--- src/design/knps_pkg.sv ---
`default_nettype none

package knps_pkg;

  localparam int MAX_KEPT  = 8;
  localparam int IDX_W     = (MAX_KEPT > 1) ? $clog2(MAX_KEPT) : 1;
  localparam int CNT_W     = $clog2(MAX_KEPT + 1);
  localparam int COORD_W   = 16;
  localparam int MAG_W     = 16;
  localparam int PROD_W    = 2 * MAG_W;
  localparam int SQ_W      = PROD_W + 1;
  localparam int ROOT_W    = 17;
  localparam int RANK_W    = 3;
  localparam int CFG_IDX_W = 2;

  localparam logic [CFG_IDX_W-1:0] REG_REF_X = CFG_IDX_W'(0);
  localparam logic [CFG_IDX_W-1:0] REG_REF_Y = CFG_IDX_W'(1);

  typedef logic signed [COORD_W-1:0] coord_t;
  typedef logic [SQ_W-1:0]           sq_t;
  typedef logic [ROOT_W-1:0]         root_t;

  // start / completion pair for the shared arithmetic units
  typedef struct packed {
    logic start;
  } unit_req_t;

  typedef struct packed {
    logic busy;
    logic done;
  } unit_stat_t;

endpackage

`default_nettype wire

--- src/design/knps_sqdist.sv ---
`default_nettype none

module knps_sqdist (
  input  wire                 clk,
  input  wire                 rst,
  input  knps_pkg::unit_req_t req,
  input  knps_pkg::coord_t    px,
  input  knps_pkg::coord_t    py,
  input  knps_pkg::coord_t    rx,
  input  knps_pkg::coord_t    ry,
  output knps_pkg::unit_stat_t stat,
  output knps_pkg::sq_t       sq
);

  localparam logic [1:0] PH_IDLE = 2'd0;
  localparam logic [1:0] PH_SQX  = 2'd1;
  localparam logic [1:0] PH_SQY  = 2'd2;
  localparam logic [1:0] PH_ADD  = 2'd3;

  logic [1:0]                    ph;
  logic [1:0]                    ph_next;
  logic [knps_pkg::MAG_W-1:0]    dx;
  logic [knps_pkg::MAG_W-1:0]    dy;
  logic [knps_pkg::PROD_W-1:0]   prod;
  logic                          done;
  logic [knps_pkg::COORD_W:0]    diff_x;
  logic [knps_pkg::COORD_W:0]    diff_y;
  logic [knps_pkg::MAG_W-1:0]    mag_x;
  logic [knps_pkg::MAG_W-1:0]    mag_y;
  logic [knps_pkg::MAG_W-1:0]    mul_op;
  logic [knps_pkg::PROD_W-1:0]   mul_res;

  // magnitude of a 17-bit difference always fits in 16 bits
  always_comb begin
    diff_x = {px[knps_pkg::COORD_W-1], px} - {rx[knps_pkg::COORD_W-1], rx};
    diff_y = {py[knps_pkg::COORD_W-1], py} - {ry[knps_pkg::COORD_W-1], ry};
    mag_x  = diff_x[knps_pkg::COORD_W] ? knps_pkg::MAG_W'(-diff_x) : diff_x[knps_pkg::MAG_W-1:0];
    mag_y  = diff_y[knps_pkg::COORD_W] ? knps_pkg::MAG_W'(-diff_y) : diff_y[knps_pkg::MAG_W-1:0];
  end

  // the one multiplier, squaring dx then dy
  always_comb begin
    mul_op  = (ph == PH_SQX) ? dx : dy;
    mul_res = knps_pkg::PROD_W'(mul_op) * knps_pkg::PROD_W'(mul_op);
  end

  always_comb begin
    ph_next = ph;
    unique case (ph)
      PH_IDLE: if (req.start) ph_next = PH_SQX;
      PH_SQX:  ph_next = PH_SQY;
      PH_SQY:  ph_next = PH_ADD;
      PH_ADD:  ph_next = PH_IDLE;
      default: ph_next = PH_IDLE;
    endcase
  end

  always_ff @(posedge clk) begin
    if (rst) begin
      ph   <= PH_IDLE;
      done <= 1'b0;
    end else begin
      ph   <= ph_next;
      done <= (ph == PH_ADD);
    end
  end

  always_ff @(posedge clk) begin
    if (ph == PH_IDLE && req.start) begin
      dx <= mag_x;
      dy <= mag_y;
    end
    if (ph == PH_SQX || ph == PH_SQY) begin
      prod <= mul_res;
    end
    if (ph == PH_SQY) begin
      sq <= knps_pkg::SQ_W'(prod);
    end else if (ph == PH_ADD) begin
      sq <= sq + knps_pkg::SQ_W'(prod);
    end
  end

  assign stat.busy = (ph != PH_IDLE);
  assign stat.done = done;

endmodule

`default_nettype wire

--- src/design/knps_sqrt.sv ---
`default_nettype none

module knps_sqrt (
  input  wire                  clk,
  input  wire                  rst,
  input  knps_pkg::unit_req_t  req,
  input  knps_pkg::sq_t        radicand,
  output knps_pkg::unit_stat_t stat,
  output knps_pkg::root_t      root_out
);

  localparam int RAD_W = 2 * knps_pkg::ROOT_W;
  localparam int REM_W = knps_pkg::ROOT_W + 2;
  localparam int SH_W  = REM_W + 2;
  localparam int IT_W  = $clog2(knps_pkg::ROOT_W);

  logic [RAD_W-1:0]            rad;
  logic [REM_W-1:0]            rem;
  logic [knps_pkg::ROOT_W-1:0] root;
  logic [IT_W-1:0]             it;
  logic                        busy;
  logic                        fin;
  logic                        done;
  logic [SH_W-1:0]             sh;
  logic [SH_W-1:0]             trial;
  logic [SH_W-1:0]             sub;
  logic                        ge;

  // one root bit per cycle, restoring form
  always_comb begin
    sh    = {rem, rad[RAD_W-1 -: 2]};
    trial = {2'b00, root, 2'b01};
    sub   = sh - trial;
    ge    = (sh >= trial);
  end

  always_ff @(posedge clk) begin
    if (rst) begin
      busy <= 1'b0;
      fin  <= 1'b0;
      done <= 1'b0;
    end else begin
      done <= fin;
      fin  <= busy && (it == IT_W'(knps_pkg::ROOT_W - 1));
      if (req.start) begin
        busy <= 1'b1;
      end else if (busy && it == IT_W'(knps_pkg::ROOT_W - 1)) begin
        busy <= 1'b0;
      end
    end
  end

  always_ff @(posedge clk) begin
    if (req.start) begin
      rad  <= RAD_W'(radicand);
      rem  <= '0;
      root <= '0;
      it   <= '0;
    end else if (busy) begin
      rad  <= {rad[RAD_W-3:0], 2'b00};
      rem  <= ge ? sub[REM_W-1:0] : sh[REM_W-1:0];
      root <= {root[knps_pkg::ROOT_W-2:0], ge};
      it   <= it + IT_W'(1);
    end
    // remainder above the root means the true root is past the half
    if (fin) begin
      root_out <= (rem > REM_W'(root)) ? root + knps_pkg::ROOT_W'(1) : root;
    end
  end

  assign stat.busy = busy || fin;
  assign stat.done = done;

endmodule

`default_nettype wire

--- src/design/k_nearest_point_selector.sv ---
// k-nearest point selector
// Input channel (in_valid / in_stall): one candidate point per request with
// alive and end_of_set flags. in_stall is high whenever an item is in work;
// one item is taken at a time.
// Config channel (cfg_valid / cfg_ready, cfg_index, cfg_data): index 0 sets
// ref_x, index 1 sets ref_y, other indexes are ignored. cfg_ready is always
// high; write only while the block is idle.
// Output channel (out_valid / out_stall): results of a set, nearest first,
// last_of_run on the final one. An empty set gives one result with found=0.
// Flow: a dead item without end mark is dropped when it is taken. A live item
// goes through the squared-distance unit (one multiplier, dx*dx then dy*dy)
// and then walks the sorted list from the tail, one entry a cycle.
// On end_of_set each result reaches the output register from its bit-serial
// square root; after a live end item the first root waits for the insert;
// the next root starts when the shown result is taken.
// A stalled result holds in the output register; nothing else moves until
// it is taken. Reset clears the kept count, the reference point and all
// channel state; the block is ready the cycle after reset falls.
`default_nettype none

module k_nearest_point_selector (
  input  wire                               clk,
  input  wire                               rst,
  input  wire                               cfg_valid,
  output logic                              cfg_ready,
  input  wire  [knps_pkg::CFG_IDX_W-1:0]    cfg_index,
  input  wire  [knps_pkg::COORD_W-1:0]      cfg_data,
  input  wire                               in_valid,
  output logic                              in_stall,
  input  wire  signed [knps_pkg::COORD_W-1:0] point_x,
  input  wire  signed [knps_pkg::COORD_W-1:0] point_y,
  input  wire                               alive,
  input  wire                               end_of_set,
  output logic                              out_valid,
  input  wire                               out_stall,
  output logic                              found,
  output logic [knps_pkg::RANK_W-1:0]       rank,
  output logic signed [knps_pkg::COORD_W-1:0] near_x,
  output logic signed [knps_pkg::COORD_W-1:0] near_y,
  output logic [knps_pkg::ROOT_W-1:0]       distance,
  output logic                              last_of_run
);

  localparam logic [2:0] S_IDLE = 3'd0;
  localparam logic [2:0] S_DIST = 3'd1;
  localparam logic [2:0] S_INS  = 3'd2;
  localparam logic [2:0] S_SQRT = 3'd3;
  localparam logic [2:0] S_OUT  = 3'd4;

  localparam int N  = knps_pkg::MAX_KEPT;
  localparam int IW = knps_pkg::IDX_W;
  localparam int CW = knps_pkg::CNT_W;

  logic [2:0]             state;
  logic [2:0]             state_next;
  knps_pkg::coord_t       ref_x;
  knps_pkg::coord_t       ref_y;
  knps_pkg::coord_t       px;
  knps_pkg::coord_t       py;
  logic                   eos;
  knps_pkg::sq_t          sq;
  logic [CW-1:0]          kept_count;
  logic [CW-1:0]          w;
  logic [IW-1:0]          k;
  knps_pkg::coord_t       kept_x [N];
  knps_pkg::coord_t       kept_y [N];
  knps_pkg::sq_t          kept_sq_dist [N];

  knps_pkg::unit_req_t    dist_req;
  knps_pkg::unit_stat_t   dist_stat;
  knps_pkg::sq_t          dist_sq;
  knps_pkg::unit_req_t    sqrt_req;
  knps_pkg::unit_stat_t   sqrt_stat;
  knps_pkg::root_t        sqrt_root;

  logic                   accept;
  logic [IW-1:0]          w_idx;
  logic [IW-1:0]          w_prev;
  logic                   w_in;
  logic                   move_up;
  logic                   ins_done;
  logic                   emit_go;
  logic                   emit_empty;
  logic                   kick;
  logic                   out_take;

  assign cfg_ready = 1'b1;
  assign in_stall  = (state != S_IDLE);
  assign accept    = in_valid && !in_stall;
  assign out_take  = (state == S_OUT) && out_valid && !out_stall;

  // walk the list from the tail: entries farther than the new point move down
  always_comb begin
    w_idx      = IW'(w);
    w_prev     = IW'(w - CW'(1));
    w_in       = (w < CW'(N));
    move_up    = (w != '0) && (kept_sq_dist[w_prev] > sq);
    ins_done   = (state == S_INS) && !move_up;
    emit_go    = (accept && !alive && end_of_set) || (ins_done && eos);
    // a live end item always leaves at least one entry
    emit_empty = emit_go && !ins_done && (kept_count == '0);
  end

  // after a live end item the root starts once the insert has landed
  assign dist_req.start = accept && alive;
  assign sqrt_req.start = (emit_go && !ins_done && !emit_empty) || kick ||
                          (out_take && !last_of_run);

  knps_sqdist u_sqdist (
    .clk  (clk),
    .rst  (rst),
    .req  (dist_req),
    .px   (point_x),
    .py   (point_y),
    .rx   (ref_x),
    .ry   (ref_y),
    .stat (dist_stat),
    .sq   (dist_sq)
  );

  // the head entry is always the next one to report
  knps_sqrt u_sqrt (
    .clk      (clk),
    .rst      (rst),
    .req      (sqrt_req),
    .radicand (kept_sq_dist[0]),
    .stat     (sqrt_stat),
    .root_out (sqrt_root)
  );

  always_comb begin
    state_next = state;
    unique case (state)
      S_IDLE: begin
        if (accept && alive) begin
          state_next = S_DIST;
        end
      end
      S_DIST: if (dist_stat.done) state_next = S_INS;
      S_INS:  if (ins_done) state_next = S_IDLE;
      S_SQRT: if (sqrt_stat.done) state_next = S_OUT;
      S_OUT: begin
        if (out_take) begin
          state_next = last_of_run ? S_IDLE : S_SQRT;
        end
      end
      default: state_next = S_IDLE;
    endcase
    if (emit_go) begin
      state_next = emit_empty ? S_OUT : S_SQRT;
    end
  end

  always_ff @(posedge clk) begin
    if (rst) begin
      state      <= S_IDLE;
      ref_x      <= '0;
      ref_y      <= '0;
      kept_count <= '0;
      out_valid  <= 1'b0;
      kick       <= 1'b0;
    end else begin
      state <= state_next;
      kick  <= ins_done && eos;
      if (cfg_valid && cfg_ready) begin
        unique case (cfg_index)
          knps_pkg::REG_REF_X: ref_x <= cfg_data;
          knps_pkg::REG_REF_Y: ref_y <= cfg_data;
          default: ;
        endcase
      end
      if (ins_done && w_in && kept_count < CW'(N)) begin
        kept_count <= kept_count + CW'(1);
      end
      if (emit_empty) begin
        out_valid <= 1'b1;
      end else if (state == S_SQRT && sqrt_stat.done) begin
        out_valid <= 1'b1;
      end else if (out_take) begin
        out_valid <= 1'b0;
        if (last_of_run) begin
          kept_count <= '0;
        end
      end
    end
  end

  always_ff @(posedge clk) begin
    if (accept) begin
      px  <= point_x;
      py  <= point_y;
      eos <= end_of_set;
    end
    if (state == S_DIST && dist_stat.done) begin
      sq <= dist_sq;
      w  <= kept_count;
    end
    if (state == S_INS && w_in) begin
      if (move_up) begin
        kept_x[w_idx]       <= kept_x[w_prev];
        kept_y[w_idx]       <= kept_y[w_prev];
        kept_sq_dist[w_idx] <= kept_sq_dist[w_prev];
      end else begin
        kept_x[w_idx]       <= px;
        kept_y[w_idx]       <= py;
        kept_sq_dist[w_idx] <= sq;
      end
    end
    if (state == S_INS && move_up) begin
      w <= w - CW'(1);
    end

    if (emit_go) begin
      k <= '0;
      if (emit_empty) begin
        found       <= 1'b0;
        rank        <= '0;
        near_x      <= '0;
        near_y      <= '0;
        distance    <= '0;
        last_of_run <= 1'b1;
      end
    end else if (out_take) begin
      k <= k + IW'(1);
    end

    // load the head into the output register and pull the list up
    if (state == S_SQRT && sqrt_stat.done) begin
      found       <= 1'b1;
      rank        <= knps_pkg::RANK_W'(k);
      near_x      <= kept_x[0];
      near_y      <= kept_y[0];
      distance    <= sqrt_root;
      last_of_run <= (CW'(k) + CW'(1) == kept_count);
      for (int i = 0; i < N - 1; i++) begin
        kept_x[i]       <= kept_x[i + 1];
        kept_y[i]       <= kept_y[i + 1];
        kept_sq_dist[i] <= kept_sq_dist[i + 1];
      end
    end
  end

`ifndef SYNTHESIS
  a_out_only_in_out_state: assert property (@(posedge clk) disable iff (rst)
    out_valid |-> (state == S_OUT))
    else $error("result shown outside output state");

  a_count_in_range: assert property (@(posedge clk) disable iff (rst)
    kept_count <= CW'(N))
    else $error("kept count beyond list depth");

  a_run_end_clears: assert property (@(posedge clk) disable iff (rst)
    (out_take && last_of_run) |=> (kept_count == '0 && state == S_IDLE))
    else $error("list not cleared after last result");

  a_ready_not_busy: assert property (@(posedge clk) disable iff (rst)
    !in_stall |-> (!out_valid && !dist_stat.busy && !sqrt_stat.busy))
    else $error("ready while a unit is still working");
`endif

endmodule

`default_nettype wire

--- config.mk ---
export PLATFORM = sky130hd
export DESIGN_NAME = k_nearest_point_selector
export DESIGN_NICKNAME = d
export VERILOG_FILES = /design/src/design/knps_pkg.sv /design/src/design/knps_sqdist.sv /design/src/design/knps_sqrt.sv /design/src/design/k_nearest_point_selector.sv
export SDC_FILE = /design/constraint.sdc
export NUM_CORES = 2
export LEC_CHECK = 0
export ABC_AREA = 1
export BUFFER_PORTS_ARGS = -buffer_cell sky130_fd_sc_hd__clkbuf_2
export CAP_MARGIN = 20
export CORE_MARGIN = 8
export CORE_UTILIZATION = 36
export DETAILED_ROUTE_END_ITERATION = 12
export PLACE_DENSITY = 0.5
export SYNTH_ARGS = -nofsm -noshare
export SYNTH_HDL_FRONTEND = slang
export SYNTH_HIERARCHICAL = 1
export SYNTH_SLANG_ARGS = --single-unit
--- constraint.sdc ---
create_clock -name clk -period 16.3 [get_ports clk]
set_input_delay 0 -clock clk [delete_from_list [all_inputs] [get_ports clk]]
set_output_delay 0 -clock clk [all_outputs]
set_load 0.05 [all_outputs]
Yosys cells after proc, flatten, opt, wreduce, memory -nomap -nowiden
Memory sizes are Yosys's and may differ from the RTL's.
Index checks and enable logic that the tools add are counted.
{"block": "word_totals", "ff_bits": 363, "mem_bits_rw": 520, "inputBits": 57, "output_inout_bits": 57, "n_memories": 3}
{"name": "kept_sq_dist", "depth": 8, "width": 33, "read_ports": 9, "rd_clocked_by_memory_dff": 0, "write_ports": 7, "line_no": "k_nearest_point_selector.sv:67", "rtl": "knps_pkg::sq_t kept_sq_dist [N];"}
{"name": "kept_x", "depth": 8, "width": 16, "read_ports": 9, "rd_clocked_by_memory_dff": 0, "write_ports": 7, "line_no": "k_nearest_point_selector.sv:65", "rtl": "knps_pkg::coord_t kept_x [N];"}
{"name": "kept_y", "depth": 8, "width": 16, "read_ports": 9, "rd_clocked_by_memory_dff": 0, "write_ports": 7, "line_no": "k_nearest_point_selector.sv:66", "rtl": "knps_pkg::coord_t kept_y [N];"}
{"block": "op_classes", "addsub": 12, "mul": 1, "n_lt_le_gt_ge": 5, "eq_ne": 16, "mux": 65, "bitwise": 3, "reduce_logical": 53}
{"cell": "$mux W16", "count": 11}
{"cell": "$mux W33", "count": 4}
{"cell": "$mux W17", "count": 4}
{"cell": "$mux W32", "count": 2}
{"cell": "$mux W3", "count": 13}
{"cell": "$sub A16 B16 Y17", "count": 2}
{"cell": "$add A33 B32 Y33", "count": 1}
{"cell": "$gt A33 B33 Y1", "count": 1}
{"cell": "$reduce_or A33 Y1", "count": 1}
{"cell": "$mul A16 B16 Y32", "count": 1}
{"cell": "$neg A16 Y16", "count": 2}
{"cell": "$reduce_or A16 Y1", "count": 2}
{"cell": "$mux W4", "count": 7}
{"cell": "$ge A21 B19 Y1", "count": 1}
{"cell": "$logic_and A1 B1 Y1", "count": 21}
{"cell": "$gt A19 B17 Y1", "count": 1}
{"cell": "$mux W1", "count": 19}
{"cell": "$mux W19", "count": 1}
{"cell": "$sub A19 B19 Y19", "count": 1}
{"cell": "$add A17 B1 Y17 const B", "count": 1}
{"cell": "$pmux W3 S5", "count": 1}
{"cell": "$reduce_bool A2 Y1", "count": 6}
{"cell": "$ne A3 B2 Y1 const B", "count": 3}
{"cell": "$lt A4 B4 Y1 const B", "count": 2}
{"cell": "26 further kinds", "count": 47}

Longest topological paths before layout
An unclocked memory read counts as a cell.
{"block": "depth", "ltp_word": 15, "ltp_mapped": 30, "depth_no_buf": 28}

By module
Netlist, hierarchy kept.
{"mod": "k_nearest_point_selector", "n_inst": 1, "cells_each": 3118, "area_per_inst_um2": 31991.9, "seq_area_each_um2": 20209.4}
{"mod": "knps_sqdist", "n_inst": 1, "cells_each": 1959, "area_per_inst_um2": 15194.6, "seq_area_each_um2": 2932.8}
{"mod": "knps_sqrt", "n_inst": 1, "cells_each": 731, "area_per_inst_um2": 5516.5, "seq_area_each_um2": 2402.3}

Worst setup path after synthesis
OpenSTA, ideal clock, no wires.
{"block": "synth_path", "path_type": "reg2reg", "start": "register state[2]", "end": "memory kept_sq_dist[6][0] in the netlist's numbering, enable pin", "arrival_time_ps": 5810, "setup_slack_ps": 9913, "path_stages_with_launch": 8, "path_buffers": 1, "period_less_slack_ps": 6387, "cell_sequence": "dfxtp_1 nor3_1 nand2_1 clkbuf_1 nand2_1 inv_1 nand2_1 o21ai_0"}
{"item": "start, declared", "line_no": "k_nearest_point_selector.sv:54", "rtl": "logic [2:0] state;"}
{"item": "start signal, assigned", "line_no": "k_nearest_point_selector.sv:163", "rtl": "state <= state_next;"}
{"item": "end, declared", "line_no": "k_nearest_point_selector.sv:67"}

==> flow_metrics.py <==
metrics = {
    "floorplanning": {
        "coreArea_um2": 146000,
        "die_x_um": 399,
        "start_util_pct": 36.2,
        "num_rows": 140,
        "die_height_um": 399,
        "die_area_um2": 159000,
        "io_pins": 114,
    },
    "detailed_routing": {
        "totalWireLength_um": 148000,
        "wl_per_cell_um": 18.6,
        "drtPass1Iterations": 5,
        "vias_per_cell": 5.03,
        "num_vias": 39800,
        "route.detailed.drc": 0,
        "drt_iter0_drc": 2797,
        "antenna_left": 0,
    },
    "synthesis": {
        "syn_area_um2": 52700,
        "synthCells": 5807,
        "ys_warn_count": 6,
        "syn-num-nets": 6256,
        "synth.avg_cell_area_um2": 9.08,
    },
    "timing": {
        "hold_viol": 0,
        "max_clock_freq_ghz": 0.126,
        "finalCritPeriodShare_pct": 48.7,
        "tns_ps": 0,
        "tightest_slew_ps": 1130,
        "slew_violations": 0,
        "period_needed_ps": 7940,
        "setup_violations": 0,
        "fin_skew_ps": 83.4,
        "rsz0062_at_grt": "no",
        "slew_headroom_pct": 24.8,
    },
    "clock_network": {
        "cts.sinks": 882,
        "cts_tree": "built",
        "holdBufCountCts": 78,
        "clkTransAtPathRegs_ps": 60,
        "htree_levels": 3,
        "cts-root-buf": "clkbuf_16",
        "clk_latency_ps": 750,
        "cts_buffers": 103,
        "clk_path_buf_depth": 3,
        "cts_setup_buffers": 0,
        "post_cts_resized": 0,
    },
    "critical_path": {
        "worst_setup_path_end_kind": "register",
        "critPathMaxFanout": 187,
        "crit_type": "reg2reg",
        "worstPathArrival_ps": 8310,
        "cp_data_required_time_ps": 16670,
        "start_kind": "register",
    },
    "global_routing": {
        "grt_antenna_before_repair": 8,
        "grt_usage_pct": 18.2,
        "grt_remaining_overflow": 0,
        "grt_pass1_vias": 39000,
        "grt_max_degree": 188,
        "grt_pass1_wl_um": 229000,
    },
    "final_layout": {
        "fin_util_pct": 40.7,
        "syn_to_final_growth_pct": 12.5,
        "drive_gt1_share_pct": 8.43,
        "num-nets-final": 6364,
    },
    "placed_design": {
        "numPortBuffers": 112,
        "place_congestion": 0.858,
        "hpwl_um": 97900,
    },
    "flow_run": {
        "maxCapViolations": 0,
    },
    "run_status": {
        "status": "completed",
    },
    "hold_path": {
        "worstHoldPathType": "in2reg",
    },
}
==> cell type report <==
| type | instances | area, µm² |
|---|---|---|
| timing repair buffer | 231 | 1690 |
| clock buffer | 137 | 2800 |
| tap | 1917 | 2400 |
| fill | 14500 | 86300 |
| inverter | 910 | 3440 |
| sequential | 882 | 25500 |
| antenna | 3 | 7.51 |
| clock inverter | 57 | 643 |
| multi-input combinational | 3787 | 22800 |
==> flip-flops by register name, indices dropped and copies added, names as in the netlist, 19 cells and up <==
register	cells
u_sqdist/prod	31
u_sqrt/rad	34
u_sqrt/rem	19
kept_y	128
u_sqdist/sq	33
kept_sq_dist	264
sq	33
kept_x	128
==> final timing paths <==
kind | slack [ps] | cells after the start | start | endpoint
max | 8360 | 25 | w[0] | kept_sq_dist[7][14]
min | 50 | 2 | point_x[4] | px[4]
max reg2reg | 8360 | 25 | w[0] | kept_sq_dist[7][14]
min reg2reg | 450 | 2 | found | found
==> worst max-delay path, cell delays in order, from the launching register on <==
cell and delay [ps]:
edfxtp_1 370, buf_12 480, inv_4 480, ha_1 420, xnor2_4 140, buf_4 340, inv_4 740, buf_4 540
nor2_1 90, a31oi_1 360, ha_1 330, nand2_1 110, inv_1 50, nand2_1 60, nand2_1 50, a21oi_1 240
nand2_1 100, nor2_1 120, nand2_2 80, nand2_2 110, nand2_4 250, inv_4 540, buf_4 670, nand2_1 200
o211ai_4 170, o21ai_0 170
==> per-layer routing <==
layer  track usage (%)  share of wire, %
met1              24.8                45
met2              30.7                48
met3              2.24               4.9
met4              5.12               2.2
met5                 0                 0
==> cell usage in the layout, fill, tap and decap left out, types with 10 or more instances in the layout <==
| master | instances |
|---|---|
| a31oi_1 | 72 |
| o21ai_2 | 55 |
| nand2_1 | 1236 |
| clkbuf_16 | 104 |
| dfxtp_1 | 94 |
| o211ai_4 | 28 |
| xor2_1 | 62 |
| ha_1 | 226 |
| fa_1 | 164 |
| clkinv_2 | 21 |
| a21oi_1 | 401 |
| nand2_2 | 31 |
| inv_1 | 887 |
| o21ai_0 | 550 |
| o21bai_1 | 10 |
| o22ai_1 | 16 |
| a211oi_1 | 10 |
| nor3_1 | 35 |
| clkinv_1 | 25 |
| nand4_1 | 15 |
| or2_2 | 14 |
| o21ai_1 | 86 |
| buf_4 | 38 |
| nand3b_1 | 16 |
| xnor2_1 | 31 |
| dlygate4sd3_1 | 78 |
| edfxtp_1 | 788 |
| nor2_1 | 427 |
| clkbuf_2 | 112 |
| nand3_1 | 204 |
| nor2_2 | 13 |
| clkbuf_1 | 26 |
==> metrics by stage <==
step                setup slack [ps]  cell area (µm²)  std cells  hold WS (ps)
CTS                             8370            59300       7921         0.943
global route                    7880            59300       7921          25.0
detailed placement              8460            55100       7649           256
finish                          8360            59300       7924          50.0
floorplan                       9910            52700       5807          69.1
global placement                8360            55100       7648           254
Power is left out: the tool's default activity adds up to more than one toggle a clock period on the data nets, which glitch-free logic cannot reach.
